## config.mk

```make
export PLATFORM = sky130hd
export DESIGN_NAME = mwm_lane
export DESIGN_NICKNAME = d
export VERILOG_FILES = /design/src/rtl/mwm_pkg.sv /design/src/rtl/mwm_lane.sv
export SDC_FILE = /design/constraint.sdc
export NUM_CORES = 2
export LEC_CHECK = 0
export ABC_CLOCK_PERIOD_IN_PS = 24600
export CAP_MARGIN = 20
export CORE_MARGIN = 8
export CORE_UTILIZATION = 55
export DETAILED_ROUTE_END_ITERATION = 10
export DONT_BUFFER_PORTS = 1
export PLACE_DENSITY = 0.7
export SLEW_MARGIN = 20
export SYNTH_ARGS = -nofsm -noshare
export SYNTH_HDL_FRONTEND = slang
export SYNTH_SLANG_ARGS = --single-unit
```

## constraint.sdc

```tcl
create_clock -name clock -period 24.6 [get_ports clock]
set_input_delay 4.92 -clock clock [delete_from_list [all_inputs] [get_ports clock]]
set_output_delay 4.92 -clock clock [all_outputs]
set_load 0.005 [all_outputs]
```

## src/rtl/mwm_pkg.sv

```systemverilog
// mecanum wheel mixer package: widths, pipeline stage map, shared types
// and the clamp and saturate helpers used by the mixer stages
// no dependencies
package mwm_pkg;

   // field widths
   localparam int SPEED_WIDTH = 16;
   localparam int REG_WIDTH   = 15;
   localparam int SUM_WIDTH   = SPEED_WIDTH + 2;
   localparam int MAG_WIDTH   = SPEED_WIDTH + 1;
   localparam int PROD_WIDTH  = MAG_WIDTH + REG_WIDTH;
   localparam int CMP_WIDTH   = ((SPEED_WIDTH > REG_WIDTH) ? SPEED_WIDTH : REG_WIDTH) + 1;
   localparam int WIDE_WIDTH  = (MAG_WIDTH > REG_WIDTH) ? MAG_WIDTH : REG_WIDTH;
   localparam int NUM_WHEELS  = 4;

   // divider: one quotient bit per step, three steps per stage
   localparam int DIV_STEPS_PER_STAGE = 3;
   localparam int DIV_STAGES =
      (REG_WIDTH + DIV_STEPS_PER_STAGE - 1) / DIV_STEPS_PER_STAGE;

   // pipeline stage map
   localparam int ST_CLAMP   = 0;
   localparam int ST_SUM     = 1;
   localparam int ST_MAX     = 2;
   localparam int ST_MUL     = 3;
   localparam int ST_DIV     = 4;
   localparam int ST_OUT     = ST_DIV + DIV_STAGES;
   localparam int NUM_STAGES = ST_OUT + 1;

   localparam int CSR_INDEX_WIDTH = 2;

   typedef logic signed [SPEED_WIDTH-1:0] speed_type;
   typedef logic signed [SUM_WIDTH-1:0]   sum_type;
   typedef logic [REG_WIDTH-1:0]          reg_type;
   typedef logic [MAG_WIDTH-1:0]          mag_type;

   // register indexes
   typedef enum logic [CSR_INDEX_WIDTH-1:0] {
      CSR_LIMIT_FORWARD  = 2'd0,
      CSR_LIMIT_SIDEWAYS = 2'd1,
      CSR_LIMIT_ROTATION = 2'd2,
      CSR_WHEEL_LIMIT    = 2'd3
   } csr_index_type;

   typedef struct packed {
      reg_type limit_forward;
      reg_type limit_sideways;
      reg_type limit_rotation;
      reg_type wheel_limit;
   } cfg_type;

   // one wheel's unscaled speed as it enters the scaling lane
   typedef struct packed {
      mag_type   mag;
      logic      neg;
      speed_type sat;
   } lane_cmd_type;

   typedef struct packed {
      speed_type speed;
      logic      scaled;
   } lane_out_type;

   // per-stage load enables from the handshake control
   typedef struct packed {
      logic [NUM_STAGES-1:0] load;
   } load_type;

   // symmetric clamp of a command to [-lim, +lim]
   function automatic speed_type clamp_sym(input speed_type v, input reg_type lim);
      logic signed [CMP_WIDTH-1:0] ve;
      logic signed [CMP_WIDTH-1:0] le;
      ve = CMP_WIDTH'(v);
      le = $signed(CMP_WIDTH'(lim));
      if (ve > le) begin
         return SPEED_WIDTH'(le);
      end else if (ve < -le) begin
         return SPEED_WIDTH'(-le);
      end
      return v;
   endfunction

   // saturate a wheel sum to the speed range
   function automatic speed_type sat_speed(input sum_type t);
      sum_type hi;
      sum_type lo;
      hi = {{(SUM_WIDTH-SPEED_WIDTH+1){1'b0}}, {(SPEED_WIDTH-1){1'b1}}};
      lo = ~hi;
      if (t > hi) begin
         return SPEED_WIDTH'(hi);
      end else if (t < lo) begin
         return SPEED_WIDTH'(lo);
      end
      return SPEED_WIDTH'(t);
   endfunction

endpackage

```

## src/rtl/mwm_lane.sv

```systemverilog
// one wheel's scaling lane: product with the wheel limit, pipelined
// restoring divide by the largest magnitude, final select; depends on mwm_pkg
module mwm_lane import mwm_pkg::*; (
   input  logic         clock,
   input  load_type     ctrl,
   input  lane_cmd_type cmd,
   input  mag_type      max_mag,
   input  logic         scaled,
   input  reg_type      wheel_limit,
   output lane_out_type result
);

   // multiply stage
   logic [PROD_WIDTH-1:0] prod_ff;
   logic [PROD_WIDTH-1:0] prod_in;
   mag_type               mul_max_ff;
   logic                  mul_neg_ff;
   speed_type             mul_sat_ff;
   logic                  mul_scaled_ff;

   // divider stages
   mag_type   rem_ff    [DIV_STAGES];
   reg_type   qd_ff     [DIV_STAGES];
   mag_type   max_ff    [DIV_STAGES];
   logic      neg_ff    [DIV_STAGES];
   speed_type sat_ff    [DIV_STAGES];
   logic      scaled_ff [DIV_STAGES];

   lane_out_type          out_ff;
   lane_out_type          out_in;
   logic signed [REG_WIDTH:0] sq;

   assign prod_in = PROD_WIDTH'(cmd.mag) * PROD_WIDTH'(wheel_limit);

   always_ff @(posedge clock) begin
      if (ctrl.load[ST_MUL]) begin
         prod_ff       <= prod_in;
         mul_max_ff    <= max_mag;
         mul_neg_ff    <= cmd.neg;
         mul_sat_ff    <= cmd.sat;
         mul_scaled_ff <= scaled;
      end
   end

   // upper product bits start the remainder, lower bits shift out as
   // quotient bits shift in
   for (genvar s = 0; s < DIV_STAGES; s++) begin : g_div
      mag_type   rem_src;
      reg_type   qd_src;
      mag_type   max_src;
      logic      neg_src;
      speed_type sat_src;
      logic      scaled_src;
      mag_type   rem_in;
      reg_type   qd_in;
      logic [MAG_WIDTH:0] trial;
      logic               qbit;

      if (s == 0) begin : g_first
         assign rem_src    = prod_ff[PROD_WIDTH-1:REG_WIDTH];
         assign qd_src     = prod_ff[REG_WIDTH-1:0];
         assign max_src    = mul_max_ff;
         assign neg_src    = mul_neg_ff;
         assign sat_src    = mul_sat_ff;
         assign scaled_src = mul_scaled_ff;
      end else begin : g_next
         assign rem_src    = rem_ff[s-1];
         assign qd_src     = qd_ff[s-1];
         assign max_src    = max_ff[s-1];
         assign neg_src    = neg_ff[s-1];
         assign sat_src    = sat_ff[s-1];
         assign scaled_src = scaled_ff[s-1];
      end

      // restoring divide steps of this stage
      always_comb begin
         rem_in = rem_src;
         qd_in  = qd_src;
         trial  = '0;
         qbit   = 1'b0;
         for (int j = 0; j < DIV_STEPS_PER_STAGE; j++) begin
            if (s * DIV_STEPS_PER_STAGE + j < REG_WIDTH) begin
               trial = {rem_in, qd_in[REG_WIDTH-1]};
               qbit  = trial >= {1'b0, max_src};
               if (qbit) begin
                  rem_in = MAG_WIDTH'(trial - {1'b0, max_src});
               end else begin
                  rem_in = MAG_WIDTH'(trial);
               end
               qd_in = {qd_in[REG_WIDTH-2:0], qbit};
            end
         end
      end

      always_ff @(posedge clock) begin
         if (ctrl.load[ST_DIV + s]) begin
            rem_ff[s]    <= rem_in;
            qd_ff[s]     <= qd_in;
            max_ff[s]    <= max_src;
            neg_ff[s]    <= neg_src;
            sat_ff[s]    <= sat_src;
            scaled_ff[s] <= scaled_src;
         end
      end
   end

   // sign the quotient, or pass the saturated sum
   always_comb begin
      sq = neg_ff[DIV_STAGES-1] ? -$signed({1'b0, qd_ff[DIV_STAGES-1]})
                                :  $signed({1'b0, qd_ff[DIV_STAGES-1]});
      out_in.scaled = scaled_ff[DIV_STAGES-1];
      out_in.speed  = scaled_ff[DIV_STAGES-1] ? SPEED_WIDTH'(sq) : sat_ff[DIV_STAGES-1];
   end

   always_ff @(posedge clock) begin
      if (ctrl.load[ST_OUT]) begin
         out_ff <= out_in;
      end
   end

   assign result = out_ff;

endmodule

```

==> flow_metrics.py <==
metrics = {
    "clock_network": {
        "numCtsBuffers": 42,
        "clk_latency_ns": 0.59,
        "hold_buffers": 0,
        "cts_setup_buffers": 0,
        "clk_path_buf_depth": 3,
        "cts_repair_resize_count": 0,
        "cts_tree": "done",
        "clock-sinks": 385,
        "h-tree-depth": 2,
        "root_buffer": "clkbuf_16",
        "clk_pin_slew_ns": 0.06,
    },
    "route": {
        "wl_per_cell_um": 19.40,
        "num_vias": 24850,
        "drc": 0,
        "dr_wl_met3_um": 3968,
        "wl_met1_um": 33370,
        "vias_per_cell": 5.900,
        "dr.pass1.iters": 5,
        "drtIter0Drc": 1641,
        "top_layer": "met4",
        "wirelength_um": 81690,
        "met2_length_um": 41180,
        "postRouteAntennaNets": 0,
    },
    "critical_path": {
        "rr_endpoint": "rem_ff[0][35]$_DFFE_PP_",
        "cp_data_required_time_ns": 24.94,
        "start_kind": "input port",
        "end_kind": "flop",
        "critPathKind": "input port to flop",
        "ff2ff_path_depth": 36,
        "crit_arrival_ns": 11.04,
        "reg2reg_from": "max_ff[0][17]$_DFFE_PP_",
        "r2r_slack_ns": 14.84,
        "crit_path_max_fanout": 17,
    },
    "final_layout": {
        "area.growth.synth_to_final_pct": 6.393,
        "diodes": 0,
        "multi_input_area_um2": 20760,
        "fillers": 5153,
        "layout_commonest_cell": "inv_1",
        "drive_above_1_share_pct": 5.305,
        "postLayoutCoreUtil_pct": 59.02,
        "nets": 3978,
        "seq_area_um2": 11560,
        "final_cell_mix": "399 x inv_1, 385 x edfxtp_1, 352 x ha_1",
    },
    "sta": {
        "setup_viol": 0,
        "tns_ns": 0,
        "hold_viol": 0,
        "layout_min_cycle_time_ns": 10.70,
        "tightest_slew_ns": 1.043,
        "rsz0062_at_grt": "false",
        "slew_headroom_pct": 30.18,
        "post-route-period-util_pct": 43.50,
        "slew_violations": 0,
        "fmax_ghz": 0.09346,
        "finClkSkew_ns": 0.02369,
    },
    "logic_synthesis": {
        "yosysSeqAreaShare_pct": 33.83,
        "yosysTopAreaCell": "edfxtp_1",
        "synth_compound_area_share_pct": 14.02,
        "synth_mux_area_share_pct": 3.449,
        "synth-xor-area-share_pct": 5.818,
        "ys.flop_type": "edfxtp_1",
        "synth-simple-area-share_pct": 12.35,
        "syn_nets": 4007,
        "synthCells": 3370,
        "synth_edf_count": 385,
        "synth_top_family_by_area": "adder cells",
        "ys_types": 91,
        "async_flop_share_pct": 0,
        "synth_top_area_share_pct": 33.83,
        "synth_area_leaders": "edfxtp_1 34%, ha_1 13%, fa_1 12%",
        "ys_ff_latch": 385,
        "synth_warnings": 0,
        "syn_area_um2": 34170,
        "synth_fa_ha_area_share_pct": 25.02,
        "syn_avg_cell_area_um2": 10.14,
    },
    "global_route": {
        "grt_pass1_vias": 25460,
        "grt.total_usage_pct": 22.93,
        "grt_overflow_total": 0,
        "grt_pass1_wl_um": 131600,
        "grt_max_degree": 68,
        "antenna_found_initial": 0,
    },
    "min_path": {
        "hold_class": "flop to flop",
        "hold_start": "sat_ff[0][49]$_DFFE_PP_",
        "min_path_cells": 0,
        "whs_endpoint": "sat_ff[0][65]$_DFFE_PP_",
    },
    "floorplan": {
        "io-pin-count": 95,
        "rows": 91,
        "core_area_um2": 61600,
        "dieArea_um2": 70360,
        "fp.dieW_um": 265.3,
        "die_y_um": 265.3,
        "initial_core_util_pct": 55.47,
    },
    "placement": {
        "place_congestion": 0.9173,
        "dpl.hpwl_um": 64340,
        "io_buffers": 0,
    },
    "job": {
        "maxCapViolations": 0,
    },
    "outcome": {
        "status": "completed",
    },
}
flip-flops by register name (all words and copies together), names as in the netlist:
register / flops
g_div.sat_src: 16
g_div.max_src: 17
neg_ff: 5
g_div.neg_src: 1
max_ff: 68
qd_ff: 75
sat_ff: 80
scaled_ff: 5
prod_ff: 32
rem_ff: 68
result: 17
g_div.scaled_src: 1
worst max-delay path, cell delays in order:
cell and delay, ns:
nand2_1 0.06, fa_1 0.53, inv_1 0.06, fa_1 0.53, inv_1 0.05, fa_1 0.50
inv_1 0.04, ha_1 0.27, inv_1 0.05, fa_1 0.53, inv_1 0.05, fa_1 0.52
ha_1 0.39, a2111oi_0 0.39, o21ai_0 0.17, and3_1 0.28, and4_1 0.22, o21ai_1 0.18
o21ai_0 0.17, o41ai_1 0.54, o2111ai_1 0.23, a21oi_1 0.22, xnor2_1 0.09
routing by layer:
layer	up-vias	global-route usage (%)
met2	685	41.07
met3	188	3.232
li1	11810	-
met4	0	8.964
met5	-	0
met1	12160	27.76
Yosys cell counts, types with 39 or more instances:
cell type  number
nand2_1       317
clkbuf_1       57
fa_1          207
and2_1        111
o21ai_0       139
a21oi_1       212
nor2_1        177
edfxtp_1      385
nand2b_1       39
a21o_1         87
inv_1         399
mux2i_1        51
nor3_1         46
ha_1          352
mux2_2         54
xor2_1         96
xnor2_1       131
worst max-delay path by stage:
stage	start	endpoint	slack, ns
global placement	wheel_limit[5]	prod_ff[30]$_DFFE_PP_	13.47
floorplan	cmd[21]	prod_ff[30]$_DFFE_PP_	13.74
finish	wheel_limit[5]	prod_ff[30]$_DFFE_PP_	13.90
detailed placement	cmd[21]	prod_ff[30]$_DFFE_PP_	13.35
global route	cmd[21]	prod_ff[30]$_DFFE_PP_	13.49
CTS	cmd[21]	prod_ff[30]$_DFFE_PP_	13.91
through the flow:
stage	instances	setup slack [ns]	hold slack [ns]	instance area [µm²]
2_1_floorplan	3370	13.74	0.4003	34170
3_3_place_gp	4134	13.47	0.4003	34970
3_5_place_dp	4134	13.35	0.4045	34970
4_1_cts	4211	13.91	0.4129	36350
5_1_grt	4211	13.49	0.4196	36350
6_report	4211	13.90	0.4072	36350
cell type report:
| type | count | share of cell area [%] |
|---|---|---|
| clock inverters | 29 | 0.8398 |
| inverters | 405 | 4.182 |
| flip-flops and latches | 385 | 31.80 |
| repair buffers | 11 | 0.2271 |
| well taps | 837 | 2.881 |
| clock buffers | 48 | 2.953 |
| multi-input cells | 2496 | 57.12 |
cells by family after synthesis:
logic type / Yosys count
AO/OA/AOI/OAI: 725
AND/OR/NAND/NOR: 875
buffers and inverters: 489
XOR/XNOR: 227
multiplexers: 110
flip-flops: 385
adder cells (fa/ha/maj): 559
Power is not shown: default switching activity piles up to over one toggle a cycle in this logic, so the estimate is an artifact.
