## src/rtl/mwm_pkg.sv

```systemverilog
// mecanum wheel mixer package: widths, pipeline stage map, shared types
// and the clamp and saturate helpers used by the mixer stages
// no dependencies
package mwm_pkg;

   // field widths
   localparam int SPEED_WIDTH = 16;
   localparam int REG_WIDTH   = 15;
   localparam int SUM_WIDTH   = SPEED_WIDTH + 2;
   localparam int MAG_WIDTH   = SPEED_WIDTH + 1;
   localparam int PROD_WIDTH  = MAG_WIDTH + REG_WIDTH;
   localparam int CMP_WIDTH   = ((SPEED_WIDTH > REG_WIDTH) ? SPEED_WIDTH : REG_WIDTH) + 1;
   localparam int WIDE_WIDTH  = (MAG_WIDTH > REG_WIDTH) ? MAG_WIDTH : REG_WIDTH;
   localparam int NUM_WHEELS  = 4;

   // divider: one quotient bit per step, three steps per stage
   localparam int DIV_STEPS_PER_STAGE = 3;
   localparam int DIV_STAGES =
      (REG_WIDTH + DIV_STEPS_PER_STAGE - 1) / DIV_STEPS_PER_STAGE;

   // pipeline stage map
   localparam int ST_CLAMP   = 0;
   localparam int ST_SUM     = 1;
   localparam int ST_MAX     = 2;
   localparam int ST_MUL     = 3;
   localparam int ST_DIV     = 4;
   localparam int ST_OUT     = ST_DIV + DIV_STAGES;
   localparam int NUM_STAGES = ST_OUT + 1;

   localparam int CSR_INDEX_WIDTH = 2;

   typedef logic signed [SPEED_WIDTH-1:0] speed_type;
   typedef logic signed [SUM_WIDTH-1:0]   sum_type;
   typedef logic [REG_WIDTH-1:0]          reg_type;
   typedef logic [MAG_WIDTH-1:0]          mag_type;

   // register indexes
   typedef enum logic [CSR_INDEX_WIDTH-1:0] {
      CSR_LIMIT_FORWARD  = 2'd0,
      CSR_LIMIT_SIDEWAYS = 2'd1,
      CSR_LIMIT_ROTATION = 2'd2,
      CSR_WHEEL_LIMIT    = 2'd3
   } csr_index_type;

   typedef struct packed {
      reg_type limit_forward;
      reg_type limit_sideways;
      reg_type limit_rotation;
      reg_type wheel_limit;
   } cfg_type;

   // one wheel's unscaled speed as it enters the scaling lane
   typedef struct packed {
      mag_type   mag;
      logic      neg;
      speed_type sat;
   } lane_cmd_type;

   typedef struct packed {
      speed_type speed;
      logic      scaled;
   } lane_out_type;

   // per-stage load enables from the handshake control
   typedef struct packed {
      logic [NUM_STAGES-1:0] load;
   } load_type;

   // symmetric clamp of a command to [-lim, +lim]
   function automatic speed_type clamp_sym(input speed_type v, input reg_type lim);
      logic signed [CMP_WIDTH-1:0] ve;
      logic signed [CMP_WIDTH-1:0] le;
      ve = CMP_WIDTH'(v);
      le = $signed(CMP_WIDTH'(lim));
      if (ve > le) begin
         return SPEED_WIDTH'(le);
      end else if (ve < -le) begin
         return SPEED_WIDTH'(-le);
      end
      return v;
   endfunction

   // saturate a wheel sum to the speed range
   function automatic speed_type sat_speed(input sum_type t);
      sum_type hi;
      sum_type lo;
      hi = {{(SUM_WIDTH-SPEED_WIDTH+1){1'b0}}, {(SPEED_WIDTH-1){1'b1}}};
      lo = ~hi;
      if (t > hi) begin
         return SPEED_WIDTH'(hi);
      end else if (t < lo) begin
         return SPEED_WIDTH'(lo);
      end
      return SPEED_WIDTH'(t);
   endfunction

endpackage

```

## src/rtl/mwm_mix.sv

```systemverilog
// front stages of the mixer: command clamp, wheel sums with magnitudes,
// largest magnitude and the scaling decision; depends on mwm_pkg
module mwm_mix import mwm_pkg::*; (
   input  logic                            clock,
   input  load_type                        ctrl,
   input  cfg_type                         cfg,
   input  speed_type                       speed_forward,
   input  speed_type                       speed_sideways,
   input  speed_type                       speed_rotation,
   output lane_cmd_type [NUM_WHEELS-1:0]   cmd,
   output mag_type                         max_mag,
   output logic                            scaled
);

   speed_type x_ff, y_ff, w_ff;
   speed_type x_in, y_in, w_in;

   lane_cmd_type [NUM_WHEELS-1:0] sum_ff;
   lane_cmd_type [NUM_WHEELS-1:0] sum_in;

   lane_cmd_type [NUM_WHEELS-1:0] cmd_ff;
   mag_type                       max_ff;
   mag_type                       max_in;
   logic                          scaled_ff;
   logic                          scaled_in;

   sum_type                       xe, ye, we;
   sum_type [NUM_WHEELS-1:0]      t;
   mag_type                       max01, max23;

   // clamp stage
   always_comb begin
      x_in = clamp_sym(speed_forward,  cfg.limit_forward);
      y_in = clamp_sym(speed_sideways, cfg.limit_sideways);
      w_in = clamp_sym(speed_rotation, cfg.limit_rotation);
   end

   always_ff @(posedge clock) begin
      if (ctrl.load[ST_CLAMP]) begin
         x_ff <= x_in;
         y_ff <= y_in;
         w_ff <= w_in;
      end
   end

   // wheel sums, magnitude, sign and saturated value
   always_comb begin
      xe   = SUM_WIDTH'(x_ff);
      ye   = SUM_WIDTH'(y_ff);
      we   = SUM_WIDTH'(w_ff);
      t[0] =  xe - ye + we;
      t[1] = -xe - ye + we;
      t[2] = -xe + ye + we;
      t[3] =  xe + ye + we;
      for (int i = 0; i < NUM_WHEELS; i++) begin
         sum_in[i].neg = t[i][SUM_WIDTH-1];
         sum_in[i].mag = t[i][SUM_WIDTH-1] ? MAG_WIDTH'(-t[i]) : MAG_WIDTH'(t[i]);
         sum_in[i].sat = sat_speed(t[i]);
      end
   end

   always_ff @(posedge clock) begin
      if (ctrl.load[ST_SUM]) begin
         sum_ff <= sum_in;
      end
   end

   // largest magnitude over the four wheels, compare with the wheel limit
   always_comb begin
      max01     = (sum_ff[1].mag > sum_ff[0].mag) ? sum_ff[1].mag : sum_ff[0].mag;
      max23     = (sum_ff[3].mag > sum_ff[2].mag) ? sum_ff[3].mag : sum_ff[2].mag;
      max_in    = (max23 > max01) ? max23 : max01;
      scaled_in = WIDE_WIDTH'(max_in) > WIDE_WIDTH'(cfg.wheel_limit);
   end

   always_ff @(posedge clock) begin
      if (ctrl.load[ST_MAX]) begin
         cmd_ff    <= sum_ff;
         max_ff    <= max_in;
         scaled_ff <= scaled_in;
      end
   end

   assign cmd     = cmd_ff;
   assign max_mag = max_ff;
   assign scaled  = scaled_ff;

endmodule

```

## config.mk

```make
export PLATFORM = sky130hd
export DESIGN_NAME = mwm_mix
export DESIGN_NICKNAME = d
export VERILOG_FILES = /design/src/rtl/mwm_pkg.sv /design/src/rtl/mwm_mix.sv
export SDC_FILE = /design/constraint.sdc
export NUM_CORES = 1
export LEC_CHECK = 0
export BUFFER_PORTS_ARGS = -buffer_cell sky130_fd_sc_hd__buf_2
export CAP_MARGIN = 0
export CORE_MARGIN = 2
export CORE_UTILIZATION = 60
export CTS_BUF_LIST = sky130_fd_sc_hd__clkbuf_8
export CTS_CLUSTER_DIAMETER = 100
export DETAILED_ROUTE_END_ITERATION = 16
export PLACE_DENSITY = 0.82
export SLEW_MARGIN = 10
export SYNTH_ARGS = -nofsm -noshare
export SYNTH_HDL_FRONTEND = slang
export SYNTH_SLANG_ARGS = --single-unit
```

## constraint.sdc

```tcl
create_clock -name clock -period 8.8 [get_ports clock]
set_input_delay 0.88 -clock clock [delete_from_list [all_inputs] [get_ports clock]]
set_output_delay 0.88 -clock clock [all_outputs]
set_load 0.01 [all_outputs]
```

==> results by group, run 1 <==
Run status
  • Outcome: complete, no violations

CTS
  • Register clock-pin slew on the reported worst setup and hold paths: approximately 0.06 ns
  • Total CTS buffers: between 40 and 50
  • Post-CTS Hold Buffers: 0
  • CTS tree: built
  • Htree depth: 2
  • Deepest clock path buffer count: 3
  • PostCTS Resize Cnt: 0
  • CTS root buf: clkbuf_8
  • Clk sinks: 332
  • Setup Fix Bufs, Post-CTS: 0
  • Clock Latency Late Sink: between 0.5 and 0.6 ns

Setup path
  • Cells on worst reg2reg path: 29
  • R2R setup slack: 1.81 ns
  • Nature of the critical path endpoint: flop
  • Slowest cell on crit path: a41o_1
  • CP peak stage delay: 0.70 ns
  • Arr. time, crit path: approximately 7.3 ns
  • Setup crit start kind: flop
  • Most used cell, CP: a21oi_1
  • CP required: 9.12 ns
  • Max FO, Critical Path: 29
  • WS Path Type: reg2reg
  • R2r endpoint: scaled
  • R2r startpoint: sum_ff[17]

Synth
  • Synth area leaders: edfxtp_1, ha_1, fa_1
  • #FFs+latches synth: about 330
  • Yosys warnings: 0
  • Prevailing post-synth register cell: edfxtp_1
  • Largest family of logic cells by synthesized area: adder cells
  • Net Count, Synth: about 2700
  • Synth top cells by count: edfxtp_1, inv_1, ha_1
  • Synth Area in Simple Gates: under 10%
  • Post-synth top area share: 42.0%
  • Post-Syn Area: 0.0237 mm2
  • Yosys top cell by area: edfxtp_1
  • Sequential share of the synthesized area: roughly 42%
  • Post-synth cell types: between 80 and 90
  • Synth Area in Compound Gates: between 15 and 20%
  • Count leader, synth: edfxtp_1
  • Post-synth EDFFs: around 330
  • Post-synthesis cell count: 2244
  • Ys async rst share: 0%
  • Post-synthesis adder-cell area fraction: a little under a fifth
  • Synth Area in XOR/XNOR: between 6 and 7%
  • Synth Area per Inst: approximately 11 um2
  • Multiplexer share of the synthesized area: about 2.7%

Finish
  • Layout overhead on the synthesized area: 11.0%
  • Finished Layout Cells: between 3000 and 4000
  • Fill cell count: between 2000 and 3000
  • Diode count: 0
  • Share of layout cells above drive strength 1: roughly 15%
  • Final #Nets: around 2900
  • Post-route cell area: ~0.026 mm2

Power
  • VDD IR max: 232 uV
  • P_leak: 11.5 nW
  • Pwr/cell area: about 430 mW/mm2

Floorplanning
  • Total die area: between 0.04 and 0.05 mm2
  • Cell Rows: between 70 and 80
  • Die X: just over 200 um
  • Initial Util: 61.1%
  • IO Pins: 273
  • Die H: between 200 and 250 um
  • Core area: 0.0388 mm2

Min path
  • WHS Endpoint: cmd[42]
  • Hold path depth: 0
  • Hold path startpoint: sum_ff[42]
  • Tightest Hold Check Type: reg2reg

GRT
  • Antenna violations before repair: 0
  • Vias in the first global route: about 18000
  • Aggregate global-route resource usage: 27.8%
  • GRT overflow: 0
  • First-pass GRT wire length: between 90000 and 100000 um
  • Largest net degree at the start of global routing: 83

Timing
  • Final hold violation count: 0
  • Worst Clk Skew: 0.0158 ns
  • Worst slew pin tran: around 1.2 ns
  • Max Slew Vio Count: 0
  • Final min period: around 7 ns
  • Relative slew margins: slightly below 20%
  • Fmax: ~140 MHz
  • Final period util: between 70% and 80%
  • Final setup viols: 0
  • Setup TNS Final: 0 ns
  • RSZ-0062 raised after global routing: false

Detailed routing
  • Routed via count: between 15000 and 20000
  • Detail Route Antenna Nets: 0
  • Starting DRT DRC Count: around 1300
  • Final WL: approximately 57000 um
  • 1st-pass router iterations: 5
  • Number of remaining DRC errors: 0
  • Drt via density: about 5.9
  • Avg WL per Cell: 18.7 um

Place
  • DP HPWL: 46500 um
  • Post-Place Cell Area: between 0.02 and 0.03 mm2
  • PortBufs: between 200 and 300
  • GPL Wtd Cong: roughly 1
  • Placed cells: approximately 3000

Run
  • Max-cap violations: 0
-- cells in the final DEF (no fill, tap or decap), types with 37 or more instances in the layout --
cell type	count
a21o_1	52
a21oi_1	175
buf_2	263
clkbuf_8	47
edfxtp_1	332
fa_1	67
ha_1	239
inv_1	305
mux2i_1	45
nand2_1	97
nor2_1	97
nor3_1	37
o21ai_0	149
xnor2_1	132
-- routing by layer --
metal	up-vias	wire length, um	part of all wire (%)	GRT usage [%]
li1	8618	-	-	-
met1	8586	23600	41	35.5
met2	702	28100	49	48.1
met3	118	3600	6.3	3.87
met4	0	2090	3.6	10.7
met5	-	0	0	0
-- critical path: cells and delay by family, from the launching register on --
| family | cells | cell delay (ns) |
|---|---|---|
| buf+inv | 2 | 0.47 |
| simple gates | 4 | 0.42 |
| compound gates | 19 | 4.04 |
| flops | 1 | 0.47 |
| mux | 1 | 0.42 |
| fa+ha+maj | 3 | 0.87 |
-- where the power goes --
part / total (W) / internal, W / switching [W]
registers: 0.00321 / 0.00289 / 0.000318
logic: 0.00695 / 0.00264 / 0.00431
clock network: 0.00104 / 0.000501 / 0.000540
-- state kept, by name (all words and copies together) (netlist names) --
signal and count:
max_mag 17, x_ff 16, sum_ff 133, w_ff 16, y_ff 16, scaled 1, cmd 133
-- layout make-up --
type	count	area (um2)	area share [%]
multi-input cells	1556	12400	47.0
flip-flops and latches	332	9970	37.9
repair buffers	276	1420	5.38
inverters	295	1110	4.21
well taps	518	648	2.46
clock buffers	47	647	2.46
clock inverters	34	155	0.589
-- worst max path at each step --
| stage | from | end | slack [ns] | depth (start not counted) |
|---|---|---|---|---|
| final | sum_ff[17] | scaled | 1.81 | 29 |
| after global routing | sum_ff[17] | scaled | 1.23 | 29 |
| after CTS | sum_ff[17] | scaled | 1.87 | 28 |
| after detailed placement | sum_ff[17] | scaled | 1.93 | 28 |
| after global placement | sum_ff[17] | scaled | 2.03 | 28 |
| after floorplan | sum_ff[57] | scaled | 2.56 | 29 |
-- stage by stage --
step	utilization, %	setup slack, ns	hold slack, ns	total power, W
2_1_floorplan	-	2.56	0.400	0.00804
3_3_place_gp	65.8	2.03	0.403	0.00976
3_5_place_dp	65.8	1.93	0.405	0.0101
4_1_cts	67.8	1.87	0.413	0.0111
5_1_grt	67.8	1.23	0.424	0.0121
6_report	67.8	1.81	0.413	0.0112
-- cell families (layout without fill, tap and decap cells) --
kind of cell             Yosys count  count (layout)
AO/OA/AOI/OAI                    592             592
AND/OR/NAND/NOR                  426             426
XOR/XNOR                         170             170
flip-flops                       332             332
multiplexers                      62              62
adder cells (fa/ha/maj)          306             306
buffers and inverters            356             652
(Power assumes the default switching activity.)
==> inputs of run 2 (changes only) <==
CORE_UTILIZATION = 56   (was 60)
PLACE_DENSITY = 0.8   (was 0.82)
clock period = 5.65 ns   (was 8.8 ns; I/O delays follow)
==> run 2 against run 1 <==
Effect of this change:
- the run now ends with negative setup slack left
- critical path depth is the same
- power grew 78%
- die area grew 7.0%
- clock skew grew 0.0039 ns
- core utilization shrank 1.6 points
- critical path type unchanged
- largest cell class unchanged
==> results by group, run 2 (synthesis gave the netlist of run 1 again) <==
Power
  • Sw Ratio: 44.5% (-1.6 points)
  • Pwr/cell area: 719 mW/mm2 (+69%)
  • Clock group share of total power: 9.9% (+0.6 points)
  • P_leak: 12.2 nW (+5.5%)
  • Register share of total power: 24.9% (-3.8 points)
  • VDD IR max: 479 uV (+110%)
  • P_int: 0.0110 W (+83%)
  • Psw: 0.00886 W (+72%)
  • Combinational fraction of design power: 65.2% (+3.2 points)

Detailed routing
  • 1st-pass router iterations: 6 (+1)
  • Drt via density: 5.83 (-1.0%)
  • Starting DRT DRC Count: 1505 (+14%)
  • Final WL: 61000 um (+6.4%)
  • Detail Route Antenna Nets: 0 (unchanged)
  • Number of remaining DRC errors: 0 (unchanged)
  • Routed via count: 18600 (+3.2%)
  • Avg WL per Cell: 19.1 um (+2.0%)

GRT
  • Aggregate global-route resource usage: 27.0% (-0.82 points)
  • GRT overflow: 0 (unchanged)
  • Antenna violations before repair: 1 (+1)
  • Largest net degree at the start of global routing: 110 (+33%)
  • First-pass GRT wire length: 93800 um (+3.3%)
  • Vias in the first global route: 18200 (+3.2%)

Place
  • DP HPWL: 48300 um (+3.9%)
  • GPL Wtd Cong: 0.970 (-3.5%)
  • PortBufs: 265 (unchanged)
  • Post-Place Cell Area: 0.0262 mm2 (+2.7%)

Timing
  • Max Slew Vio Count: 0 (unchanged)
  • Final min period: 5.67 ns (-1.32 ns)
  • Final hold violation count: 0 (unchanged)
  • Final period util: 100% (+21 points)
  • Setup TNS Final: -0.0171 ns (-0.0171 ns)
  • Fmax: 176 MHz (+23%)
  • Worst Clk Skew: 0.0197 ns (+0.00387 ns)
  • Relative slew margins: 32.6% (+13 points)
  • Worst slew pin tran: 1.01 ns (-0.192 ns)
  • Min setup slack post-route: -0.0171 ns (-1.83 ns)
  • Final setup viols: 1 (+1)
  • Hold_ws: 0.316 ns (-0.0972 ns)
  • RSZ-0062 raised after global routing: true

Setup path
  • CP peak stage delay: 0.42 ns (-0.28 ns)
  • Nature of the critical path endpoint: flop
  • Most used cell, CP: o21ai_1
  • Max FO, Critical Path: 8 (-72%)
  • WS Path Type: reg2reg
  • R2r startpoint: sum_ff[86]
  • Arr. time, crit path: 6.02 ns (-1.29 ns)
  • Slowest cell on crit path: edfxtp_1
  • Origin of the worst setup path: sum_ff[86]
  • CP required: 6.00 ns (-3.12 ns)
  • Setup crit start kind: flop

CTS
  • Register clock-pin slew on the reported worst setup and hold paths: 0.07 ns (about the same)
  • CTS root buf: clkbuf_8
  • Htree depth: 2 (unchanged)
  • Clk sinks: 332 (unchanged)
  • Total CTS buffers: 50 (+6.4%)
  • Clock Latency Late Sink: 0.60 ns (+0.02 ns)
  • CTS tree: built
  • Deepest clock path buffer count: 3 (unchanged)

Finish
  • Final #Nets: 3037 (+3.5%)
  • Most frequent cells in the layout: edfxtp_1, inv_1, buf_2, ha_1, a21oi_1
  • Diode count: 0 (unchanged)
  • Most common cell after layout, fill and taps aside: edfxtp_1
  • Share of layout cells above drive strength 1: 20.4% (+5.1 points)
  • Post-route cell area: 0.0277 mm2 (+5.2%)
  • Layout overhead on the synthesized area: 16.7%

Min path
  • Tightest Hold Check Type: in2reg
  • Hold path startpoint: cfg[16]

Floorplanning
  • Core area: 0.0419 mm2 (+7.8%)
  • IO Pins: 273 (unchanged)
  • Cell Rows: 75 (+4.2%)
  • Die X: 210 um (+3.4%)
  • Initial Util: 56.7% (-4.4 points)
  • Die H: 210 um (+3.4%)
  • Total die area: 0.0440 mm2 (+7.0%)

Run status
  • Outcome: complete, but fails checks
  • Violated checks: negative setup slack

Run
  • Max-cap violations: 0 (unchanged)
[run 2: cell types whose count changed in the layout (fill, tap and decap cells not counted), sizes merged]
| cell | delta |
|---|---|
| buf | +101 |
| clkinv | -7 |
| bufinv | +5 |
| inv | +5 |
| clkbuf | +3 |
| clkinvlp | +2 |
[run 2: cell type report]
cell class	instances	area [um2]
inverter	295	1110
clock buffer	50	688
clock inverter	39	313
sequential	332	9970
tap	539	674
timing repair buffer	377	2210
fill	3198	14200
multi-input combinational	1556	12700
[run 2: stage by stage]
stage	power (W)	setup slack, ns	cells	util, %
2_1_floorplan	0.0127	0.0160	2244	-
3_3_place_gp	0.0162	-0.0461	3078	62.7
3_5_place_dp	0.0166	-0.137	3078	62.7
4_1_cts	0.0191	0.000563	3178	65.5
5_1_grt	0.0212	-0.256	3188	66.2
6_report	0.0199	-0.0171	3188	66.2
[run 2: per-layer routing]
metal / routed length (um) / track usage [%] / vias up
met2: 30700 / 48.2 / 678
met3: 3470 / 2.98 / 139
met4: 1990 / 9.37 / 2
li1: - / - / 8838
met5: 12 / 0 / -
met1: 24800 / 34.0 / 8938
[run 2: worst max-delay path, delay by kind of cell, from the launching register on]
kind                     cells  cell delay [ns]
AND/OR/NAND/NOR              7             0.72
adder cells (fa/ha/maj)      3             0.80
flip-flops                   1             0.42
AO/OA/AOI/OAI               16             2.77
multiplexers                 1             0.39
buffers and inverters        2             0.31
[run 2: power groups by stage]
stage | Combinational, W | Sequential [W] | Clock [W]
3_5_place_dp | 0.0116 | 0.00499 | 0
2_1_floorplan | 0.00774 | 0.00501 | 0
6_report | 0.0130 | 0.00496 | 0.00197
3_3_place_gp | 0.0112 | 0.00495 | 0
4_1_cts | 0.0122 | 0.00495 | 0.00201
5_1_grt | 0.0141 | 0.00505 | 0.00211
[run 2: worst paths after layout]
path,cells past startpoint,end,slack (ns)
min,3,w_ff[1],0.32
min reg2reg,0,cmd[76],0.42
max reg2reg,29,scaled,-0.02
max,29,scaled,-0.02
[run 2: what timing repair did]
item / CTS / global route
buffers inserted: 10 / 11
hold buffers: 0 / 0
gates resized for setup: 18 / 43
endpoints found under the setup margin: 1 / 1
pin swaps: 5 / 16
gates cloned: 1 / 0
