<file path="config.mk">
export PLATFORM = sky130hd
export DESIGN_NAME = mwm_csr
export DESIGN_NICKNAME = d
export VERILOG_FILES = /design/src/rtl/mwm_pkg.sv /design/src/rtl/mwm_csr.sv
export SDC_FILE = /design/constraint.sdc
export NUM_CORES = 1
export LEC_CHECK = 0
export BUFFER_PORTS_ARGS = -buffer_cell sky130_fd_sc_hd__buf_2
export CAP_MARGIN = 20
export CORE_MARGIN = 2
export CORE_UTILIZATION = 45
export DETAILED_ROUTE_END_ITERATION = 8
export PLACE_DENSITY = 0.75
export SYNTH_ARGS = -nofsm -noshare
export SYNTH_HDL_FRONTEND = slang
export SYNTH_SLANG_ARGS = --single-unit
export TNS_END_PERCENT = 1
</file>
<file path="constraint.sdc">
create_clock -name clock -period 0.8 [get_ports clock]
set_input_delay 0.04 -clock clock [delete_from_list [all_inputs] [get_ports clock]]
set_output_delay 0.04 -clock clock [all_outputs]
set_load 0.02 [all_outputs]
</file>
<file path="src/rtl/mwm_pkg.sv">
// mecanum wheel mixer package: widths, pipeline stage map, shared types
// and the clamp and saturate helpers used by the mixer stages
// no dependencies
package mwm_pkg;

   // field widths
   localparam int SPEED_WIDTH = 16;
   localparam int REG_WIDTH   = 15;
   localparam int SUM_WIDTH   = SPEED_WIDTH + 2;
   localparam int MAG_WIDTH   = SPEED_WIDTH + 1;
   localparam int PROD_WIDTH  = MAG_WIDTH + REG_WIDTH;
   localparam int CMP_WIDTH   = ((SPEED_WIDTH > REG_WIDTH) ? SPEED_WIDTH : REG_WIDTH) + 1;
   localparam int WIDE_WIDTH  = (MAG_WIDTH > REG_WIDTH) ? MAG_WIDTH : REG_WIDTH;
   localparam int NUM_WHEELS  = 4;

   // divider: one quotient bit per step, three steps per stage
   localparam int DIV_STEPS_PER_STAGE = 3;
   localparam int DIV_STAGES =
      (REG_WIDTH + DIV_STEPS_PER_STAGE - 1) / DIV_STEPS_PER_STAGE;

   // pipeline stage map
   localparam int ST_CLAMP   = 0;
   localparam int ST_SUM     = 1;
   localparam int ST_MAX     = 2;
   localparam int ST_MUL     = 3;
   localparam int ST_DIV     = 4;
   localparam int ST_OUT     = ST_DIV + DIV_STAGES;
   localparam int NUM_STAGES = ST_OUT + 1;

   localparam int CSR_INDEX_WIDTH = 2;

   typedef logic signed [SPEED_WIDTH-1:0] speed_type;
   typedef logic signed [SUM_WIDTH-1:0]   sum_type;
   typedef logic [REG_WIDTH-1:0]          reg_type;
   typedef logic [MAG_WIDTH-1:0]          mag_type;

   // register indexes
   typedef enum logic [CSR_INDEX_WIDTH-1:0] {
      CSR_LIMIT_FORWARD  = 2'd0,
      CSR_LIMIT_SIDEWAYS = 2'd1,
      CSR_LIMIT_ROTATION = 2'd2,
      CSR_WHEEL_LIMIT    = 2'd3
   } csr_index_type;

   typedef struct packed {
      reg_type limit_forward;
      reg_type limit_sideways;
      reg_type limit_rotation;
      reg_type wheel_limit;
   } cfg_type;

   // one wheel's unscaled speed as it enters the scaling lane
   typedef struct packed {
      mag_type   mag;
      logic      neg;
      speed_type sat;
   } lane_cmd_type;

   typedef struct packed {
      speed_type speed;
      logic      scaled;
   } lane_out_type;

   // per-stage load enables from the handshake control
   typedef struct packed {
      logic [NUM_STAGES-1:0] load;
   } load_type;

   // symmetric clamp of a command to [-lim, +lim]
   function automatic speed_type clamp_sym(input speed_type v, input reg_type lim);
      logic signed [CMP_WIDTH-1:0] ve;
      logic signed [CMP_WIDTH-1:0] le;
      ve = CMP_WIDTH'(v);
      le = $signed(CMP_WIDTH'(lim));
      if (ve > le) begin
         return SPEED_WIDTH'(le);
      end else if (ve < -le) begin
         return SPEED_WIDTH'(-le);
      end
      return v;
   endfunction

   // saturate a wheel sum to the speed range
   function automatic speed_type sat_speed(input sum_type t);
      sum_type hi;
      sum_type lo;
      hi = {{(SUM_WIDTH-SPEED_WIDTH+1){1'b0}}, {(SPEED_WIDTH-1){1'b1}}};
      lo = ~hi;
      if (t > hi) begin
         return SPEED_WIDTH'(hi);
      end else if (t < lo) begin
         return SPEED_WIDTH'(lo);
      end
      return SPEED_WIDTH'(t);
   endfunction

endpackage

</file>
<file path="src/rtl/mwm_csr.sv">
// configuration registers of the mecanum wheel mixer: three command limits
// and the wheel limit; depends on mwm_pkg
module mwm_csr import mwm_pkg::*; (
   input  logic                       clock,
   input  logic                       reset,
   input  logic                       csr_write_enable,
   input  logic [CSR_INDEX_WIDTH-1:0] csr_index,
   input  reg_type                    csr_write_data,
   output cfg_type                    cfg
);

   cfg_type cfg_ff;
   cfg_type cfg_in;

   // register write decode
   always_comb begin
      cfg_in = cfg_ff;
      if (csr_write_enable) begin
         unique case (csr_index_type'(csr_index))
            CSR_LIMIT_FORWARD:  cfg_in.limit_forward  = csr_write_data;
            CSR_LIMIT_SIDEWAYS: cfg_in.limit_sideways = csr_write_data;
            CSR_LIMIT_ROTATION: cfg_in.limit_rotation = csr_write_data;
            CSR_WHEEL_LIMIT:    cfg_in.wheel_limit    = csr_write_data;
         endcase
      end
   end

   always_ff @(posedge clock) begin
      if (reset) begin
         cfg_ff.limit_forward  <= REG_WIDTH'(8000);
         cfg_ff.limit_sideways <= REG_WIDTH'(8000);
         cfg_ff.limit_rotation <= REG_WIDTH'(8000);
         cfg_ff.wheel_limit    <= REG_WIDTH'(3500);
      end else begin
         cfg_ff <= cfg_in;
      end
   end

   assign cfg = cfg_ff;

endmodule

</file>
==> impl_metrics.prom, run 1 <==
# TYPE chip_impl_metric gauge
chip_impl_metric{name="multi_input_area",unit="mm2"} 0.00109
chip_impl_metric{name="antenna_left",unit=""} 0
chip_impl_metric{name="grt_antenna_before_repair",unit=""} 0
chip_impl_metric{name="fillers",unit=""} 348
chip_impl_metric{name="post_synth_and_or_nand_nor_area_fraction",unit="%"} 20.5
chip_impl_info{name="layout.cells.most_common_list",value="60 x sky130_fd_sc_hd__mux2i_1, 60 x sky130_fd_sc_hd__dfxtp_2, 60 x sky130_fd_sc_hd__buf_6"} 1
chip_impl_metric{name="area.growth.synth_to_final",unit="%"} 59.2
chip_impl_metric{name="synth.avg_cell_area",unit="um2"} 10.6
chip_impl_info{name="class_of_the_tightest_hold_or_removal_check",value="in2reg"} 1
chip_impl_info{name="crit_path_start_kind",value="flop"} 1
chip_impl_info{name="clk_root_buffer_cell",value="sky130_fd_sc_hd__clkbuf_8"} 1
chip_impl_metric{name="ir_worst_vdd",unit="mV"} 1.22
chip_impl_info{name="slowest_stage",value="sky130_fd_sc_hd__dfxtp_2"} 1
chip_impl_metric{name="setup_total_negative_slack",unit="ns"} -1.05
chip_impl_metric{name="final_util",unit="%"} 74.1
chip_impl_metric{name="synthCells",unit=""} 225
chip_impl_metric{name="synthMuxAreaShare",unit="%"} 25.3
chip_impl_metric{name="tritoncts.num_buffers",unit=""} 9
chip_impl_metric{name="cts.reportedPaths.clkPinSlew",unit="ns"} 0.07
chip_impl_metric{name="crit_arrival",unit="ns"} 0.80
chip_impl_info{name="crit_path_end_kind",value="output port"} 1
chip_impl_metric{name="top_level_port_count",unit=""} 80
chip_impl_info{name="worst_path_dominant_cell_family",value="flip-flops"} 1
chip_impl_info{name="synth_area_leader_cell",value="sky130_fd_sc_hd__dfxtp_1"} 1
chip_impl_info{name="violations",value="setup timing"} 1
chip_impl_metric{name="wl",unit="mm"} 5.95
chip_impl_metric{name="fmaxAchievable",unit="MHz"} 1180
chip_impl_metric{name="synth-compound-area-share",unit="%"} 0
chip_impl_info{name="critical_path.cell_chain",value="buf_6"} 1
chip_impl_metric{name="leakage",unit="nW"} 1.77
chip_impl_metric{name="postLayoutSetupSlackWorst",unit="ns"} -0.0446
chip_impl_metric{name="antennaDiodeCount",unit=""} 0
chip_impl_metric{name="xor_xnor_share_of_the_synthesized_area",unit="%"} 0
chip_impl_metric{name="first_global_vias",unit=""} 1982
chip_impl_metric{name="synth_sequential_area_ratio",unit="%"} 50.6
chip_impl_metric{name="detailroute.via_count",unit=""} 1914
chip_impl_metric{name="setup_viol",unit=""} 60
chip_impl_metric{name="drt_iter0_drc",unit=""} 65
chip_impl_metric{name="post-route-drc-count",unit=""} 0
chip_impl_metric{name="gp_congestion",unit=""} 0.736
chip_impl_metric{name="largest_register_ffs",unit=""} 60
chip_impl_metric{name="cp.buffers_inverters",unit=""} 1
chip_impl_metric{name="h-tree-depth",unit=""} 3
chip_impl_metric{name="num_rows",unit=""} 26
chip_impl_metric{name="synth-warning-count",unit=""} 0
chip_impl_metric{name="floorplan.initialDensity",unit="%"} 46.5
chip_impl_metric{name="grt_first_pass_wirelength",unit="mm"} 9.78
chip_impl_metric{name="clock_insertion_delay_worst_skew",unit="ns"} 0.32
chip_impl_metric{name="cts_sinks",unit=""} 60
chip_impl_metric{name="post_dp_cell_area",unit="mm2"} 0.00301
chip_impl_info{name="rsz0062_at_grt",value="yes"} 1
chip_impl_metric{name="ctsLongestPathBuffers",unit=""} 2
chip_impl_metric{name="syn_nets",unit=""} 245
chip_impl_metric{name="dieWidth",unit="um"} 76.7
chip_impl_info{name="cts_tree",value="yes"} 1
chip_impl_metric{name="ys_seq_elements",unit=""} 60
chip_impl_metric{name="final_hold_viol_count",unit=""} 0
chip_impl_metric{name="finClkSkew",unit="ns"} 0
chip_impl_info{name="setup.worst_path.class",value="reg2out"} 1
chip_impl_metric{name="fin_nets",unit=""} 350
chip_impl_metric{name="gr-total-overflow",unit=""} 0
chip_impl_metric{name="maxcap_violations",unit=""} 0
chip_impl_metric{name="powerDensity",unit="mW/mm2"} 1930
chip_impl_metric{name="die_y",unit="um"} 76.7
chip_impl_info{name="synth_top_family_by_area",value="multiplexers"} 1
chip_impl_metric{name="post-route-period-util",unit="%"} 106
chip_impl_metric{name="syn_area",unit="mm2"} 0.00238
chip_impl_metric{name="register_area",unit="mm2"} 0.00128
chip_impl_metric{name="dp.final_hpwl",unit="mm"} 3.66
chip_impl_metric{name="timing.final.max_slew_violations",unit=""} 0
chip_impl_metric{name="worst-path-max-fanout",unit=""} 2
chip_impl_metric{name="grt_util_all_layers",unit="%"} 21.2
chip_impl_metric{name="drt_pre_antenna_iters",unit=""} 6
chip_impl_metric{name="cp.required",unit="ns"} 0.76
chip_impl_metric{name="synthDominantCellAreaShare",unit="%"} 50.6
chip_impl_metric{name="ys_types",unit=""} 13
chip_impl_metric{name="final_period_minus_worst_setup_slack",unit="ns"} 0.845
chip_impl_metric{name="buffer_ports.inserted",unit=""} 79
chip_impl_metric{name="max_slew.worst_pin.slew",unit="ns"} 0.307
chip_impl_metric{name="layout-drive-gt1-share",unit="%"} 54.3
chip_impl_metric{name="die_area",unit="mm2"} 0.00588
chip_impl_info{name="status",value="finished, violations left"} 1
chip_impl_metric{name="post_drt_wl_per_cell",unit="um"} 14.7
chip_impl_metric{name="slew_margin_rel",unit="%"} 79.4
chip_impl_info{name="synthTopCellsByArea",value="sky130_fd_sc_hd__dfxtp_1 51%, sky130_fd_sc_hd__mux2i_1 25%, sky130_fd_sc_hd__nand2b_1 12%"} 1
chip_impl_metric{name="routed_via_density",unit=""} 4.73
chip_impl_metric{name="synth_fa_ha_area_share",unit="%"} 0
chip_impl_metric{name="critical-path-max-stage-delay",unit="ns"} 0.36
chip_impl_metric{name="grt_max_degree",unit=""} 33
chip_impl_metric{name="floorplan.core_area",unit="mm2"} 0.00511
chip_impl_metric{name="dp_worst_setup_slack",unit="ns"} -0.178
chip_impl_metric{name="postLayoutCellArea",unit="mm2"} 0.00378
==> routing by layer <==
layer / up-vias / track usage (%) / wire length [um]
met4: 0 / 8.36 / 91
met1: 890 / 26.0 / 2630
met5: - / 0 / 0
met2: 65 / 35.8 / 2940
met3: 9 / 5.29 / 295
li1: 950 / - / -
==> layout make-up <==
| class | instances | area share [%] |
|---|---|---|
| multi-input cells | 149 | 28.8 |
| well taps | 70 | 2.31 |
| flip-flops and latches | 60 | 33.7 |
| clock buffers | 12 | 4.37 |
| repair buffers | 110 | 29.0 |
| clock inverters | 4 | 1.85 |
==> worst paths after layout <==
kind                                 to  slack, ns  depth (start not counted)                from
worst max-delay path            cfg[11]      -0.04                          1             cfg[11]
worst min-delay path            cfg[42]       0.02                          3  csr_write_data[12]
worst max register to register  cfg[38]       0.04                          3             cfg[38]
worst min register to register  cfg[50]       0.47                          2             cfg[50]
==> timing repair <==
action | in CTS | in global routing
endpoints found under the setup margin | 60 | 60
hold buffers | 7 | 0
endpoints found under the hold margin | 7 | 0
setup buffers | 2 | 0
resized for setup | 180 | 0
==> where the power goes <==
group	internal, W	total, W	switching [W]	leakage [nW]
logic	0.000496	0.000926	0.000429	1.16
registers	0.00312	0.00320	0.0000824	0.494
clock network	0.00200	0.00317	0.00117	0.122
==> cell families after synthesis <==
logic type             count (synthesis)
DFF                                   60
muxes                                 60
buffers and inverters                 16
and+or+nand+nor                       89
==> synthesized netlist by cell type <==
| cell | n |
|---|---|
| sky130_fd_sc_hd__and3b_1 | 1 |
| sky130_fd_sc_hd__dfxtp_1 | 60 |
| sky130_fd_sc_hd__nand3b_1 | 2 |
| sky130_fd_sc_hd__nor2_1 | 35 |
| sky130_fd_sc_hd__nand3_2 | 1 |
| sky130_fd_sc_hd__or3b_1 | 1 |
| sky130_fd_sc_hd__nor3b_2 | 1 |
| sky130_fd_sc_hd__buf_2 | 9 |
| sky130_fd_sc_hd__mux2i_1 | 60 |
| sky130_fd_sc_hd__nand2b_1 | 47 |
| sky130_fd_sc_hd__clkbuf_1 | 5 |
| sky130_fd_sc_hd__and3_2 | 1 |
| sky130_fd_sc_hd__buf_6 | 2 |
==> per-stage QoR <==
step | std cells | power, W | hold WS (ns)
2_1_floorplan | 225 | 0.00366 | 0.195
3_3_place_gp | 380 | 0.00397 | 0.316
3_5_place_dp | 380 | 0.00398 | 0.323
4_1_cts | 405 | 0.00732 | 0.0286
5_1_grt | 405 | 0.00756 | 0.0286
6_report | 405 | 0.00729 | 0.0244
No activity file was read; power rests on OpenSTA's default activity.
==> run 2, diff against run 1 <==
REMOVE_ABC_BUFFERS = 1   (was default)
==> run 2 against run 1 <==
  * The run still ends with setup timing left
  * Clock skew stayed put
  * Final area is 2.2% lower
  * Critical path type unchanged
  * Via count is essentially flat
  * Total power fell by 5.8%
  * Die area did not move
  * Fmax decreased by 0.35%
  * Worst setup slack worse by 0.0030 ns
  * Critical path depth unchanged
  * First-iteration DRC count is 34% lower
==> impl_metrics.prom, run 2 (synthesized netlist as in run 1, its figures left out) <==
# TYPE chip_impl_metric gauge
chip_impl_info{name="status",value="finished, violations left"} 1
chip_impl_info{name="violations",value="setup timing"} 1
chip_impl_metric{name="postLayoutSetupSlackWorst",unit="ns"} -0.0475
chip_impl_metric{name="critical-path-max-stage-delay",unit="ns"} 0.35
chip_impl_info{name="layout.cells.most_common_list",value="60 x sky130_fd_sc_hd__mux2i_1, 60 x sky130_fd_sc_hd__dfxtp_2, 60 x sky130_fd_sc_hd__buf_6"} 1
chip_impl_metric{name="layout-drive-gt1-share",unit="%"} 53.9
chip_impl_metric{name="final_hold_viol_count",unit=""} 0
chip_impl_metric{name="first_global_vias",unit=""} 1959
chip_impl_metric{name="post_drt_wl_per_cell",unit="um"} 14.4
chip_impl_info{name="crit_path_start_kind",value="flop"} 1
chip_impl_metric{name="ctsLongestPathBuffers",unit=""} 2
chip_impl_metric{name="buffer_ports.inserted",unit=""} 79
chip_impl_metric{name="cp.required",unit="ns"} 0.76
chip_impl_metric{name="grt_util_all_layers",unit="%"} 21.0
chip_impl_metric{name="numPlacedInstances",unit=""} 374
chip_impl_metric{name="dp_worst_setup_slack",unit="ns"} -0.162
chip_impl_metric{name="num_rows",unit=""} 26
chip_impl_metric{name="timing.hold.ws",unit="ns"} 0.0152
chip_impl_metric{name="top_level_port_count",unit=""} 80
chip_impl_metric{name="setup_viol",unit=""} 60
chip_impl_metric{name="p_total",unit="W"} 0.00686
chip_impl_metric{name="dp.final_hpwl",unit="mm"} 3.49
chip_impl_metric{name="fin_nets",unit=""} 345
chip_impl_metric{name="dieWidth",unit="um"} 76.7
chip_impl_metric{name="crit_arrival",unit="ns"} 0.81
chip_impl_metric{name="tritoncts.num_buffers",unit=""} 9
chip_impl_info{name="slowest_stage",value="sky130_fd_sc_hd__dfxtp_2"} 1
chip_impl_metric{name="wl",unit="mm"} 5.75
chip_impl_metric{name="h-tree-depth",unit=""} 3
chip_impl_info{name="setup.worst_path.class",value="reg2out"} 1
chip_impl_metric{name="clock_insertion_delay_worst_skew",unit="ns"} 0.33
chip_impl_metric{name="powerDensity",unit="mW/mm2"} 1860
chip_impl_metric{name="largest_register_ffs",unit=""} 60
chip_impl_metric{name="area.growth.synth_to_final",unit="%"} 55.7
chip_impl_metric{name="ir_worst_vdd",unit="mV"} 0.951
chip_impl_metric{name="fmaxAchievable",unit="MHz"} 1180
chip_impl_metric{name="final_period_minus_worst_setup_slack",unit="ns"} 0.848
chip_impl_info{name="clk_root_buffer_cell",value="sky130_fd_sc_hd__clkbuf_8"} 1
chip_impl_metric{name="die_area",unit="mm2"} 0.00588
chip_impl_metric{name="grt_max_degree",unit=""} 36
chip_impl_metric{name="drt_pre_antenna_iters",unit=""} 4
chip_impl_metric{name="drt_iter0_drc",unit=""} 43
chip_impl_metric{name="fillers",unit=""} 356
chip_impl_metric{name="cp.buffers_inverters",unit=""} 1
chip_impl_metric{name="floorplan.initialDensity",unit="%"} 46.5
chip_impl_metric{name="finClkSkew",unit="ns"} 0
chip_impl_metric{name="antennaDiodeCount",unit=""} 0
chip_impl_metric{name="final_cell_count_no_fill",unit=""} 400
chip_impl_metric{name="grt_first_pass_wirelength",unit="mm"} 9.69
chip_impl_metric{name="post-route-drc-count",unit=""} 0
chip_impl_metric{name="floorplan.core_area",unit="mm2"} 0.00511
chip_impl_metric{name="slew_margin_rel",unit="%"} 79.1
chip_impl_info{name="crit_path_end_kind",value="output port"} 1
chip_impl_metric{name="gr-total-overflow",unit=""} 0
chip_impl_info{name="rsz0062_at_grt",value="yes"} 1
chip_impl_info{name="critical_path.cell_chain",value="buf_6"} 1
chip_impl_metric{name="timing.final.max_slew_violations",unit=""} 0
chip_impl_metric{name="gp_congestion",unit=""} 0.738
chip_impl_metric{name="routed_via_density",unit=""} 4.78
chip_impl_metric{name="grt_antenna_before_repair",unit=""} 0
chip_impl_info{name="cts_tree",value="yes"} 1
chip_impl_metric{name="post-route-period-util",unit="%"} 106
chip_impl_metric{name="die_y",unit="um"} 76.7
chip_impl_info{name="class_of_the_tightest_hold_or_removal_check",value="in2reg"} 1
chip_impl_metric{name="antenna_left",unit=""} 0
chip_impl_metric{name="detailroute.via_count",unit=""} 1913
chip_impl_metric{name="leakage",unit="nW"} 1.72
chip_impl_metric{name="maxcap_violations",unit=""} 0
chip_impl_metric{name="cts.reportedPaths.clkPinSlew",unit="ns"} 0.07
chip_impl_metric{name="worst-path-max-fanout",unit=""} 2
chip_impl_metric{name="cts_sinks",unit=""} 60
chip_impl_info{name="worst_path_dominant_cell_family",value="flip-flops"} 1
chip_impl_metric{name="max_slew.worst_pin.slew",unit="ns"} 0.312
==> run 2: report_power, final <==
| part | total (W) | switching (W) | internal, W |
|---|---|---|---|
| sequential | 0.00320 | 0.0000820 | 0.00312 |
| clock | 0.00277 | 0.00117 | 0.00160 |
| combinational | 0.000895 | 0.000422 | 0.000473 |
==> run 2: worst paths after layout <==
| check | from | endpoint | slack (ns) | cells past startpoint |
|---|---|---|---|---|
| worst min-delay path | csr_write_data[12] | cfg[57] | 0.02 | 3 |
| worst max register to register | cfg[46] | cfg[46] | 0.11 | 3 |
| worst max-delay path | cfg[16] | cfg[16] | -0.05 | 1 |
| worst min register to register | cfg[49] | cfg[49] | 0.48 | 2 |
==> run 2: cell type report <==
type | instances | area [um2] | area share, %
Timing Repair Buffer | 105 | 1040 | 28.0
Multi-Input combinational cell | 149 | 1100 | 29.6
Tap cell | 70 | 87.6 | 2.37
Clock buffer | 12 | 155 | 4.19
Sequential cell | 60 | 1280 | 34.5
Clock inverter | 4 | 47.5 | 1.29
==> run 2: per-layer routing <==
metal | share of wire [%] | track usage [%] | up-vias
li1 | - | - | 941
met5 | 0 | 0 | -
met4 | 2.0 | 9.82 | 0
met1 | 43 | 24.2 | 908
met2 | 51 | 36.4 | 54
met3 | 4.7 | 5.41 | 10
==> run 2: what timing repair did <==
item / CTS / global route
endpoints found under the setup margin: 60 / 70
gates resized for setup: 180 / 3
hold buffers: 8 / 0
buffers inserted: 2 / 0
endpoints found under the hold margin: 11 / 0
pin swaps: 0 / 0
==> run 2: per-stage QoR <==
step | setup TNS (ns) | utilization (%) | cell area (um2)
final | -1.60 | 72.4 | 3700
after global routing | -3.42 | 72.4 | 3700
after CTS | -2.33 | 72.3 | 3690
after detailed placement | -6.00 | 57.6 | 2940
after global placement | -5.08 | 57.6 | 2940
after floorplan | -4.06 | - | 2290
==> run 3, diff against run 2 <==
CORE_MARGIN = 1.5   (was 2)
==> run 3 against run 2 <==
  * The flow still finishes with violations (setup timing)
  * Total power is 4.3% lower
  * Final area is 0.10% higher
  * Global-route usage is 0.20 points lower
  * First-iteration DRC count is 30% higher
  * Critical path depth stayed put
  * Clock power is 11% lower
  * Sequential share of layout area hardly changed
  * Routed wire length is 1.8% lower
  * Utilization is 0.074 points higher
  * Worst setup slack better by 0.013 ns
  * Worst hold slack better by 0.010 ns
  * Non-clock buffer count is 5 higher
  * Critical path type unchanged
  * Critical endpoint is now cfg[39]
==> impl_metrics.prom, run 3 (synthesized netlist as in run 1, its figures left out) <==
# TYPE chip_impl_metric gauge
chip_impl_metric{name="num_rows",unit=""} 26
chip_impl_metric{name="floorplan.initialDensity",unit="%"} 46.5
chip_impl_metric{name="crit_arrival",unit="ns"} 0.79
chip_impl_metric{name="area.growth.synth_to_final",unit="%"} 55.8
chip_impl_metric{name="top_level_port_count",unit=""} 80
chip_impl_metric{name="fmaxAchievable",unit="MHz"} 1200
chip_impl_metric{name="first_global_vias",unit=""} 1936
chip_impl_metric{name="powerDensity",unit="mW/mm2"} 1770
chip_impl_metric{name="slew_margin_rel",unit="%"} 83.2
chip_impl_metric{name="post_dp_cell_area",unit="mm2"} 0.00298
chip_impl_info{name="rsz0062_at_grt",value="yes"} 1
chip_impl_metric{name="sw_share",unit="%"} 24.2
chip_impl_metric{name="post-route-drc-count",unit=""} 0
chip_impl_metric{name="detailroute.via_count",unit=""} 1887
chip_impl_metric{name="cts.reportedPaths.clkPinSlew",unit="ns"} 0.06
chip_impl_metric{name="sequentialPowerShare",unit="%"} 48.7
chip_impl_metric{name="die_area",unit="mm2"} 0.00573
chip_impl_metric{name="post_drt_wl_per_cell",unit="um"} 14.0
chip_impl_info{name="slowest_stage",value="sky130_fd_sc_hd__dfxtp_2"} 1
chip_impl_metric{name="setup_viol",unit=""} 60
chip_impl_metric{name="antenna_left",unit=""} 0
chip_impl_metric{name="final_period_minus_worst_setup_slack",unit="ns"} 0.834
chip_impl_metric{name="buffer_ports.inserted",unit=""} 79
chip_impl_metric{name="die_y",unit="um"} 75.7
chip_impl_metric{name="setup_total_negative_slack",unit="ns"} -1.21
chip_impl_info{name="class_of_the_tightest_hold_or_removal_check",value="in2reg"} 1
chip_impl_metric{name="floorplan.core_area",unit="mm2"} 0.00511
chip_impl_metric{name="grt_first_pass_wirelength",unit="mm"} 8.69
chip_impl_metric{name="final_util",unit="%"} 72.5
chip_impl_info{name="cts_tree",value="yes"} 1
chip_impl_metric{name="clock_insertion_delay_worst_skew",unit="ns"} 0.33
chip_impl_metric{name="leakage",unit="nW"} 1.72
chip_impl_info{name="layout.cells.most_common_list",value="60 x sky130_fd_sc_hd__mux2i_1, 60 x sky130_fd_sc_hd__dfxtp_2, 60 x sky130_fd_sc_hd__buf_6"} 1
chip_impl_metric{name="gr-total-overflow",unit=""} 0
chip_impl_metric{name="p_sw",unit="W"} 0.00159
chip_impl_metric{name="gp_congestion",unit=""} 0.717
chip_impl_metric{name="cts_sinks",unit=""} 60
chip_impl_metric{name="grt_max_degree",unit=""} 37
chip_impl_metric{name="power.clock.fraction",unit="%"} 37.6
chip_impl_metric{name="finClkSkew",unit="ns"} 0
chip_impl_metric{name="ir_worst_vdd",unit="mV"} 1.14
chip_impl_metric{name="largest_register_ffs",unit=""} 60
chip_impl_metric{name="p_comb_share",unit="%"} 13.7
chip_impl_metric{name="cp.buffers_inverters",unit=""} 1
chip_impl_info{name="crit_path_start_kind",value="flop"} 1
chip_impl_metric{name="grt_antenna_before_repair",unit=""} 0
chip_impl_metric{name="fin_nets",unit=""} 350
chip_impl_metric{name="ctsLongestPathBuffers",unit=""} 2
chip_impl_info{name="violations",value="setup timing"} 1
chip_impl_metric{name="drt_iter0_drc",unit=""} 56
chip_impl_metric{name="timing.final.max_slew_violations",unit=""} 0
chip_impl_metric{name="postLayoutSetupSlackWorst",unit="ns"} -0.0345
chip_impl_metric{name="dp_worst_setup_slack",unit="ns"} -0.182
chip_impl_metric{name="drt_pre_antenna_iters",unit=""} 4
chip_impl_metric{name="tritoncts.num_buffers",unit=""} 9
chip_impl_metric{name="max_slew.worst_pin.slew",unit="ns"} 0.252
chip_impl_metric{name="dp.final_hpwl",unit="mm"} 3.58
chip_impl_metric{name="p_total",unit="W"} 0.00657
chip_impl_metric{name="internal_power",unit="W"} 0.00498
chip_impl_metric{name="grt_util_all_layers",unit="%"} 20.8
chip_impl_metric{name="wl",unit="mm"} 5.65
chip_impl_metric{name="fillers",unit=""} 372
chip_impl_metric{name="routed_via_density",unit=""} 4.66
chip_impl_metric{name="h-tree-depth",unit=""} 3
chip_impl_metric{name="dieWidth",unit="um"} 75.7
chip_impl_info{name="worst_path_dominant_cell_family",value="flip-flops"} 1
chip_impl_metric{name="layout-drive-gt1-share",unit="%"} 54.0
chip_impl_metric{name="cp.required",unit="ns"} 0.76
chip_impl_info{name="critical_path.cell_chain",value="buf_6"} 1
chip_impl_metric{name="antennaDiodeCount",unit=""} 0
chip_impl_info{name="crit_path_end_kind",value="output port"} 1
chip_impl_info{name="clk_root_buffer_cell",value="sky130_fd_sc_hd__clkbuf_8"} 1
chip_impl_info{name="status",value="finished, violations left"} 1
chip_impl_info{name="setup.worst_path.class",value="reg2out"} 1
chip_impl_metric{name="final_hold_viol_count",unit=""} 0
chip_impl_metric{name="worst-path-max-fanout",unit=""} 2
chip_impl_metric{name="maxcap_violations",unit=""} 0
chip_impl_metric{name="postLayoutCellArea",unit="mm2"} 0.00370
chip_impl_metric{name="post-route-period-util",unit="%"} 104
chip_impl_metric{name="critical-path-max-stage-delay",unit="ns"} 0.35
run 3: power by group through the flow:
| stage | combinational [W] | clock, W | sequential (W) |
|---|---|---|---|
| final | 0.000901 | 0.00247 | 0.00320 |
| after global routing | 0.000968 | 0.00270 | 0.00321 |
| after CTS | 0.000894 | 0.00252 | 0.00320 |
| after detailed placement | 0.000741 | 0 | 0.00321 |
| after global placement | 0.000730 | 0 | 0.00321 |
| after floorplan | 0.000253 | 0 | 0.00334 |
run 3: repair_timing:
item                       CTS  global route
hold buffers                 8             0
setup buffers                0             1
setup endpoints to repair   60            68
gates resized for setup    180             3
hold endpoints to repair    10             0
run 3: through the flow:
stage                     instances  hold WS, ns
after floorplan                 209        0.195
after global placement          380        0.315
after detailed placement        380        0.321
after CTS                       404       0.0111
after global routing            405       0.0503
final                           405       0.0255
run 3: final cells by class:
| class | count | area [um2] | share of cell area (%) |
|---|---|---|---|
| Clock buffer | 15 | 176 | 4.77 |
| Clock inverter | 1 | 5.00 | 0.135 |
| Multi-Input combinational cell | 149 | 1100 | 29.6 |
| Sequential cell | 60 | 1280 | 34.5 |
| Tap cell | 70 | 87.6 | 2.37 |
| Timing Repair Buffer | 110 | 1060 | 28.7 |
run 3: layer usage:
| layer | vias to the layer above | wire length (um) | track usage (%) |
|---|---|---|---|
| met4 | 0 | 91 | 8.93 |
| met1 | 870 | 2370 | 21.8 |
| met5 | - | 0 | 0 |
| li1 | 951 | - | - |
| met2 | 59 | 2830 | 37.7 |
| met3 | 7 | 355 | 7.28 |
run 3: path summary, 6_finish.rpt:
kind | slack (ns) | end | startpoint | cells after the start
hold reg to reg | 0.48 | cfg[45] | cfg[45] | 2
setup / recovery | -0.03 | cfg[39] | cfg[39] | 1
hold / removal | 0.03 | cfg[27] | csr_write_data[12] | 3
setup reg to reg | 0.10 | cfg[34] | cfg[34] | 3
